<file path="src/rtl/rltd_pkg.sv">
// ----------------------------------------------------------------------------
// rltd_pkg: shared types and constants for the run-length text decoder
// Status codes, frame state and result records used by all decoder modules.
// ----------------------------------------------------------------------------
`default_nettype none

package rltd_pkg;

  // Character codes and limits
  localparam logic [7:0]  DIGIT_ONE   = 8'h31;  // '1'
  localparam logic [7:0]  DIGIT_NINE  = 8'h39;  // '9'
  localparam logic [6:0]  MIN_RUN     = 7'd3;
  localparam logic [15:0] LIMIT_RESET = 16'd100;
  localparam logic [15:0] TOTAL_MAX   = 16'hFFFF;

  // Frame status codes
  typedef enum logic [2:0] {
    ST_OK        = 3'd0,
    ST_MANY_DIG  = 3'd1,
    ST_SHORT_RUN = 3'd2,
    ST_TRAIL_DIG = 3'd3,
    ST_TOO_LONG  = 3'd4
  } status_e;

  // Per-frame decoder state
  typedef struct packed {
    logic [1:0]  digit_count;
    logic [6:0]  pending;
    status_e     err;
    logic [15:0] total;
  } frame_t;

  // One result record
  typedef struct packed {
    logic [7:0]  symbol;
    logic [6:0]  run_length;
    status_e     status;
    logic [15:0] total;
    logic        last;
  } result_t;

endpackage

`default_nettype wire

</file>
<file path="src/rtl/rltd_step.sv">
// ----------------------------------------------------------------------------
// rltd_step: one-byte decode step
// Combinational next frame state and result for one input byte.
// ----------------------------------------------------------------------------
`default_nettype none

module rltd_step (
  input  rltd_pkg::frame_t  frame_i,
  input  logic [7:0]        symbol_i,
  input  logic              last_i,
  input  logic [15:0]       limit_i,
  output rltd_pkg::frame_t  frame_o,
  output logic              res_vld_o,
  output rltd_pkg::result_t res_o
);
  import rltd_pkg::*;

  logic        is_digit;
  logic [3:0]  digit_val;
  logic [6:0]  run;
  logic [16:0] sum;
  logic        emit;
  frame_t      nxt;

  assign digit_val = symbol_i[3:0];

  always_comb begin
    is_digit = symbol_i inside {[DIGIT_ONE:DIGIT_NINE]};
    nxt      = frame_i;
    emit     = 1'b0;
    run      = (frame_i.digit_count == 2'd0) ? 7'd1 : frame_i.pending;
    sum      = {1'b0, frame_i.total} + {10'd0, run};

    if (frame_i.err == ST_OK) begin
      if (is_digit) begin
        // accumulate count digits
        if (last_i) begin
          nxt.err = ST_TRAIL_DIG;
        end else if (frame_i.digit_count >= 2'd2) begin
          nxt.err = ST_MANY_DIG;
        end else begin
          nxt.pending = (frame_i.digit_count == 2'd0) ? {3'd0, digit_val} :
                        7'((frame_i.pending << 3) + (frame_i.pending << 1)
                           + {3'd0, digit_val});
          nxt.digit_count = frame_i.digit_count + 2'd1;
        end
      end else begin
        // literal byte closes the run
        if (frame_i.digit_count != 2'd0 && run < MIN_RUN) begin
          nxt.err = ST_SHORT_RUN;
        end else begin
          nxt.total = sum[16] ? TOTAL_MAX : sum[15:0];
          if (nxt.total > limit_i) begin
            nxt.err = ST_TOO_LONG;
          end else begin
            emit = 1'b1;
          end
        end
        nxt.digit_count = 2'd0;
        nxt.pending     = 7'd0;
      end
    end

    // result record: run result or pure status on the last byte
    res_o.symbol     = emit ? symbol_i : 8'd0;
    res_o.run_length = emit ? run : 7'd0;
    res_o.status     = nxt.err;
    res_o.total      = nxt.total;
    res_o.last       = last_i;
    res_vld_o        = emit || last_i;

    // end of frame clears the state
    frame_o = nxt;
    if (last_i) begin
      frame_o = '{digit_count: 2'd0, pending: 7'd0, err: ST_OK, total: 16'd0};
    end
  end

endmodule

`default_nettype wire

</file>
<file path="src/rtl/rltd_out_reg.sv">
// ----------------------------------------------------------------------------
// rltd_out_reg: result output register
// Holds one result transaction until downstream takes it.
// ----------------------------------------------------------------------------
`default_nettype none

module rltd_out_reg (
  input  logic              clk_i,
  input  logic              rst_ni,
  input  logic              load_i,
  input  rltd_pkg::result_t res_i,
  output logic              ready_o,
  output logic              valid_o,
  input  logic              stall_i,
  output rltd_pkg::result_t res_o
);
  import rltd_pkg::*;

  logic    vld_q;
  result_t res_q;

  // slot is free when empty or being drained
  assign ready_o = !vld_q || !stall_i;

  always_ff @(posedge clk_i or negedge rst_ni) begin
    if (!rst_ni) begin
      vld_q <= 1'b0;
    end else if (ready_o) begin
      vld_q <= load_i;
    end
  end

  always_ff @(posedge clk_i) begin
    if (ready_o && load_i) begin
      res_q <= res_i;
    end
  end

  assign valid_o = vld_q;
  assign res_o   = res_q;

endmodule

`default_nettype wire

</file>
<file path="src/rtl/run_length_text_decoder_core.sv">
// ----------------------------------------------------------------------------
// run_length_text_decoder_core: run-length text decoder top level
// Decodes digit counts and literal bytes into run results with frame status.
//
//   channel | direction | handshake                  | payload
//   --------+-----------+----------------------------+-----------------------
//   in      | input     | in_valid_i / in_stall_o    | symbol_i, last_i
//   out     | output    | out_valid_o / out_stall_i  | symbol_res_o, run_length_o,
//           |           |                            | status_o, total_o, last_res_o
//   cfg     | input     | cfg_valid_i / cfg_ready_o  | cfg_data_i (output limit)
//
// One byte per cycle sustained while the out channel does not stall; a result
// moves from the input register into the result register that drives the out channel.
// The decode step reads and updates the frame state in the same cycle.
// Reset clears the frame state and sets the output limit to 100.
// A stalled result register holds the byte in the input register and
// raises in_stall_o in the same cycle.
// ----------------------------------------------------------------------------
`default_nettype none

module run_length_text_decoder_core (
  input  logic        clk_i,
  input  logic        rst_ni,
  input  logic        in_valid_i,
  output logic        in_stall_o,
  input  logic [7:0]  symbol_i,
  input  logic        last_i,
  output logic        out_valid_o,
  input  logic        out_stall_i,
  output logic [7:0]  symbol_res_o,
  output logic [6:0]  run_length_o,
  output logic [2:0]  status_o,
  output logic [15:0] total_o,
  output logic        last_res_o,
  input  logic        cfg_valid_i,
  output logic        cfg_ready_o,
  input  logic [15:0] cfg_data_i
);
  import rltd_pkg::*;

  logic        in_vld_q;
  logic [7:0]  in_sym_q;
  logic        in_last_q;
  logic [15:0] limit_q;
  frame_t      frame_q;
  frame_t      frame_d;
  logic        step_vld;
  result_t     step_res;
  result_t     out_res;
  logic        out_rdy;
  logic        fire;

  // step fires when a byte is held and the result slot can take it
  assign fire       = in_vld_q && out_rdy;
  assign in_stall_o = in_vld_q && !out_rdy;

  // input register
  always_ff @(posedge clk_i or negedge rst_ni) begin
    if (!rst_ni) begin
      in_vld_q <= 1'b0;
    end else if (!in_stall_o) begin
      in_vld_q <= in_valid_i;
    end
  end

  always_ff @(posedge clk_i) begin
    if (in_valid_i && !in_stall_o) begin
      in_sym_q  <= symbol_i;
      in_last_q <= last_i;
    end
  end

  // configuration register, always ready
  assign cfg_ready_o = 1'b1;

  always_ff @(posedge clk_i or negedge rst_ni) begin
    if (!rst_ni) begin
      limit_q <= LIMIT_RESET;
    end else if (cfg_valid_i && cfg_ready_o) begin
      limit_q <= cfg_data_i;
    end
  end

  // frame state
  always_ff @(posedge clk_i or negedge rst_ni) begin
    if (!rst_ni) begin
      frame_q <= '{digit_count: 2'd0, pending: 7'd0, err: ST_OK, total: 16'd0};
    end else if (fire) begin
      frame_q <= frame_d;
    end
  end

  rltd_step u_step (
    .frame_i   (frame_q),
    .symbol_i  (in_sym_q),
    .last_i    (in_last_q),
    .limit_i   (limit_q),
    .frame_o   (frame_d),
    .res_vld_o (step_vld),
    .res_o     (step_res)
  );

  rltd_out_reg u_out_reg (
    .clk_i   (clk_i),
    .rst_ni  (rst_ni),
    .load_i  (fire && step_vld),
    .res_i   (step_res),
    .ready_o (out_rdy),
    .valid_o (out_valid_o),
    .stall_i (out_stall_i),
    .res_o   (out_res)
  );

  assign symbol_res_o = out_res.symbol;
  assign run_length_o = out_res.run_length;
  assign status_o     = out_res.status;
  assign total_o      = out_res.total;
  assign last_res_o   = out_res.last;

  // ---------------------------------------------------------------------------
  // Assertions
  // ---------------------------------------------------------------------------

  // a count never holds more than two digits
  a_digit_cnt: assert property (@(posedge clk_i) disable iff (!rst_ni)
    frame_q.digit_count != 2'd3)
    else $error("digit count overflow");

  // the last byte of a frame leaves the state cleared
  a_frame_clear: assert property (@(posedge clk_i) disable iff (!rst_ni)
    fire && in_last_q |=> frame_q.err == ST_OK && frame_q.total == 16'd0 &&
                          frame_q.digit_count == 2'd0)
    else $error("frame state not cleared after last byte");

  // an error status is only reported on the last result of a frame
  a_err_last: assert property (@(posedge clk_i) disable iff (!rst_ni)
    out_valid_o && status_o != ST_OK |-> last_res_o)
    else $error("error status on a non-final result");

  // the first error of a frame sticks until the frame ends
  a_err_sticky: assert property (@(posedge clk_i) disable iff (!rst_ni)
    frame_q.err != ST_OK && !(fire && in_last_q) |=> $stable(frame_q.err))
    else $error("frame error changed before end of frame");

endmodule

`default_nettype wire
</file>
<file path="config.mk">
export PLATFORM = sky130hd
export DESIGN_NAME = run_length_text_decoder_core
export DESIGN_NICKNAME = d
export VERILOG_FILES = /design/src/rtl/rltd_pkg.sv /design/src/rtl/rltd_step.sv /design/src/rtl/rltd_out_reg.sv /design/src/rtl/run_length_text_decoder_core.sv
export SDC_FILE = /design/constraint.sdc
export NUM_CORES = 1
export LEC_CHECK = 0
export ABC_AREA = 0
export BUFFER_PORTS_ARGS = -buffer_cell sky130_fd_sc_hd__buf_2
export CAP_MARGIN = 20
export CELL_PAD_IN_SITES_DETAIL_PLACEMENT = 1
export CELL_PAD_IN_SITES_GLOBAL_PLACEMENT = 2
export CORE_UTILIZATION = 38
export DETAILED_ROUTE_END_ITERATION = 12
export GPL_TIMING_DRIVEN = 0
export HOLD_SLACK_MARGIN = 0.02
export PLACE_DENSITY = 0.91
export SLEW_MARGIN = 20
export SYNTH_ARGS = -nofsm -noshare
export SYNTH_HDL_FRONTEND = slang
export SYNTH_HIERARCHICAL = 1
export SYNTH_SLANG_ARGS = --single-unit
export TNS_END_PERCENT = 50
</file>
<file path="constraint.sdc">
create_clock -name clk_i -period 7.4 [get_ports clk_i]
set_input_delay 0.37 -clock clk_i [delete_from_list [all_inputs] [get_ports clk_i]]
set_output_delay 0.37 -clock clk_i [all_outputs]
set_load 0.05 [all_outputs]
</file>
==> results.sh <==
export IMPL_track_usage=0.1984
export IMPL_min_path_type="in2async"
export IMPL_synth_cell_types=65
export IMPL_cp_data_arrival_time_ps=6880
export IMPL_top_level_ports=68
export IMPL_synth_enable_flop_cells=44
export IMPL_synth_nets=579
export IMPL_fmax_ghz=0.1466
export IMPL_grt_start_max_net_pins=47
export IMPL_via_per_inst=5.461
export IMPL_synth_area_per_cell_um2=10.72
export IMPL_power_density_nw_per_um2=228.2
export IMPL_first_pass_iters=5
export IMPL_die_y_um=122.7
export IMPL_fin_skew_ps=9.097
export IMPL_root_buffer="clkbuf_16"
export IMPL_num_rows=43
export IMPL_yosysSeqAreaShare=0.4475
export IMPL_start_kind="register"
export IMPL_crit_path_max_fanout=24
export IMPL_htree_levels=3
export IMPL_syn_area_um2=5533
export IMPL_rrSetupSlack_ps=580
export IMPL_drt_iter0_drc=204
export IMPL_status="completed"
export IMPL_async_flop_share=0.5111
export IMPL_finalCritPeriodShare=0.9221
export IMPL_num_fill_cells=1562
export IMPL_cts_sinks=90
export IMPL_p_leak_nw=2.960
export IMPL_fin_cells=778
export IMPL_die_w_um=122.7
export IMPL_synth_top_area_frac=0.2388
export IMPL_path_clk_slew_ps=70
export IMPL_cap_violations=0
export IMPL_ff2ff_path_depth=23
export IMPL_holdWs_ps=40.25
export IMPL_drive_gt1_frac=0.2726
export IMPL_core_um2=14040
export IMPL_dieArea_um2=15050
export IMPL_grt_first_pass_wirelength_mm=22.40
export IMPL_max_vdd_ir_drop_uv=109.4
export IMPL_place_ws_ps=667.6
export IMPL_postRouteAntennaNets=0
export IMPL_antenna_found_initial=0
export IMPL_area_delta_synth_final_pct=15.83
export IMPL_routed_wl_mm=13.98
export IMPL_synth_most_common_cell="nor2_1"
export IMPL_grt_pass1_vias=4332
export IMPL_cts_buffers=9
export IMPL_rsz0062_at_grt="false"
export IMPL_n_antenna_cell=0
export IMPL_wl_per_cell_um=17.97
export IMPL_post_cts_setup_buffer_count=0
export IMPL_finalPower_w=0.001462
export IMPL_hpwl_mm=10.27
export IMPL_synth_top_cells_by_area="edfxtp_1 (24%), dfrtp_1 (19%), ha_1 (7.0%)"
export IMPL_post_route_min_period_ps=6823
export IMPL_port_buffers=65
export IMPL_synth_seq_cells=90
export IMPL_rr_endpoint="u_out_reg/res_o[9]"
export IMPL_synthCells=516
export IMPL_synth_top_area_cell="edfxtp_1"
export IMPL_slew_violations=0
export IMPL_report_final_hold_viol_count=0
export IMPL_start_util=0.3940
export IMPL_yosys_warnings=6
export IMPL_startpoint="frame_q[27]"
export IMPL_synthFlopType="edfxtp_1"
export IMPL_holdBufCountCts=0
export IMPL_cts_buffer_depth=2
export IMPL_tightest_slew_ps=704.4
export IMPL_nets=656
export IMPL_route_detailed_drc=0
export IMPL_cts_resized=0
export IMPL_synth_common_cells="nor2_1 (47), edfxtp_1 (44), dfrtp_1 (43)"
export IMPL_crit_path_end_kind="register"
export IMPL_clock_latency_ps=360
export IMPL_required_ps=7460
export IMPL_fin_ws_ps=576.7
export IMPL_dp_cells=762
export IMPL_gp_congestion=0.8591
export IMPL_finalCoreUtilization=0.4564
export IMPL_endpoint="u_out_reg/res_o[9]"
export IMPL_worstSetupPathType="reg2reg"
export IMPL_slew_headroom=0.5304
export IMPL_finalSetupViolCount=0
export IMPL_grt_overflow=0
export IMPL_cts_tree="yes"
export IMPL_r2r_start="frame_q[27]"
export IMPL_vias=4249
==> logic make-up (layout without fill, tap and decap cells) <==
logic type | Yosys count | count (layout) | synth area share
XOR/XNOR | 12 | 12 | 0.01900
AO/OA/AOI/OAI | 106 | 106 | 0.1352
buffers and inverters | 61 | 143 | 0.05382
AND/OR/NAND/NOR | 162 | 162 | 0.1484
other | 1 | 1 | 0.0006778
flip-flops | 90 | 90 | 0.4475
multiplexers | 50 | 50 | 0.1162
adder cells (fa/ha/maj) | 34 | 34 | 0.07915
==> where the power goes <==
group | total, W | internal [W] | switching (W) | leakage (nW)
sequential | 0.000612 | 0.000587 | 0.0000249 | 1.02
clock | 0.000454 | 0.000261 | 0.000194 | 0.136
combinational | 0.000396 | 0.000129 | 0.000267 | 1.81
total | 0.00146 | 0.000977 | 0.000486 | 2.96
==> per-stage QoR <==
| step | setup TNS, ps | instance area, um2 |
|---|---|---|
| floorplan | 0 | 5533 |
| global placement | -2966 | 6083 |
| detailed placement | 0 | 6118 |
| CTS | 0 | 6406 |
| global route | 0 | 6409 |
| finish | 0 | 6409 |
==> registers in the layout (all words and copies together) (netlist names) <==
name               cells
u_out_reg/res_o       35
u_out_reg/valid_o      1
in_vld_q               1
limit_q               16
in_last_q              1
in_sym_q               8
frame_q               28
==> worst max-delay path: stages, from the launching register on <==
cell	delay (ps)
dfrtp_1	420
inv_1	60
ha_1	170
buf_2	180
buf_1	290
or2_2	380
ha_1	240
ha_1	230
a21oi_1	200
a221oi_2	130
o211a_1	320
o21ai_1	490
clkbuf_1	490
o21ai_0	280
ha_1	360
a21o_1	160
a21oi_1	130
o21ai_0	100
a41oi_1	350
a21oi_1	300
o21ai_0	240
and3_2	220
a21boi_4	520
buf_16	240
==> area by class of cell <==
| cell class | count | area, um2 | area share |
|---|---|---|---|
| Sequential cell | 90 | 2476 | 0.3864 |
| Tap cell | 180 | 225.2 | 0.03514 |
| Timing Repair Buffer | 66 | 355.3 | 0.05545 |
| Clock inverter | 5 | 55.05 | 0.008590 |
| Clock buffer | 11 | 232.7 | 0.03631 |
| Inverter | 31 | 116.4 | 0.01816 |
| Buffer | 30 | 181.4 | 0.02831 |
| Multi-Input combinational cell | 365 | 2766 | 0.4317 |
==> routing by layer <==
| layer | GRT usage | routed length [um] |
|---|---|---|
| met1 | 0.2630 | 6324 |
| met2 | 0.3121 | 6697 |
| met3 | 0.04043 | 616 |
| met4 | 0.08689 | 346 |
| met5 | 0 | 0 |
==> how the worst min path moves through the flow <==
stage | slack (ps) | cells after the start | start | to
2_1_floorplan | 70 | 0 | rst_ni | frame_q[0]
3_3_place_gp | 490 | 1 | frame_q[1] | frame_q[1]
3_5_place_dp | 490 | 1 | frame_q[7] | frame_q[7]
4_1_cts | 180 | 1 | symbol_i[7] | in_sym_q[7]
5_1_grt | 90 | 1 | rst_ni | limit_q[14]
6_report | 40 | 1 | rst_ni | limit_q[12]
==> cell usage in the layout, fill, tap and decap left out, drive strengths merged, types with 4 or more instances in the layout <==
cell type,netlist,final
nor3,17,17
and3,8,8
o21a,6,6
a21o,7,7
a22oi,5,5
xor2,4,4
and2,11,11
buf,20,86
o21ai,16,16
nor3b,6,6
nand2b,8,8
nor2,47,47
mux2,48,48
nand4,4,4
nor2b,6,6
xnor2,8,8
clkbuf,10,21
a21oi,21,21
ha,31,31
a211oi,6,6
nand2,32,32
inv,31,31
a31oi,17,17
dfrtp,43,43
edfxtp,44,44
nand3,10,10
Note: power is estimated with default switching activity, not from simulation.
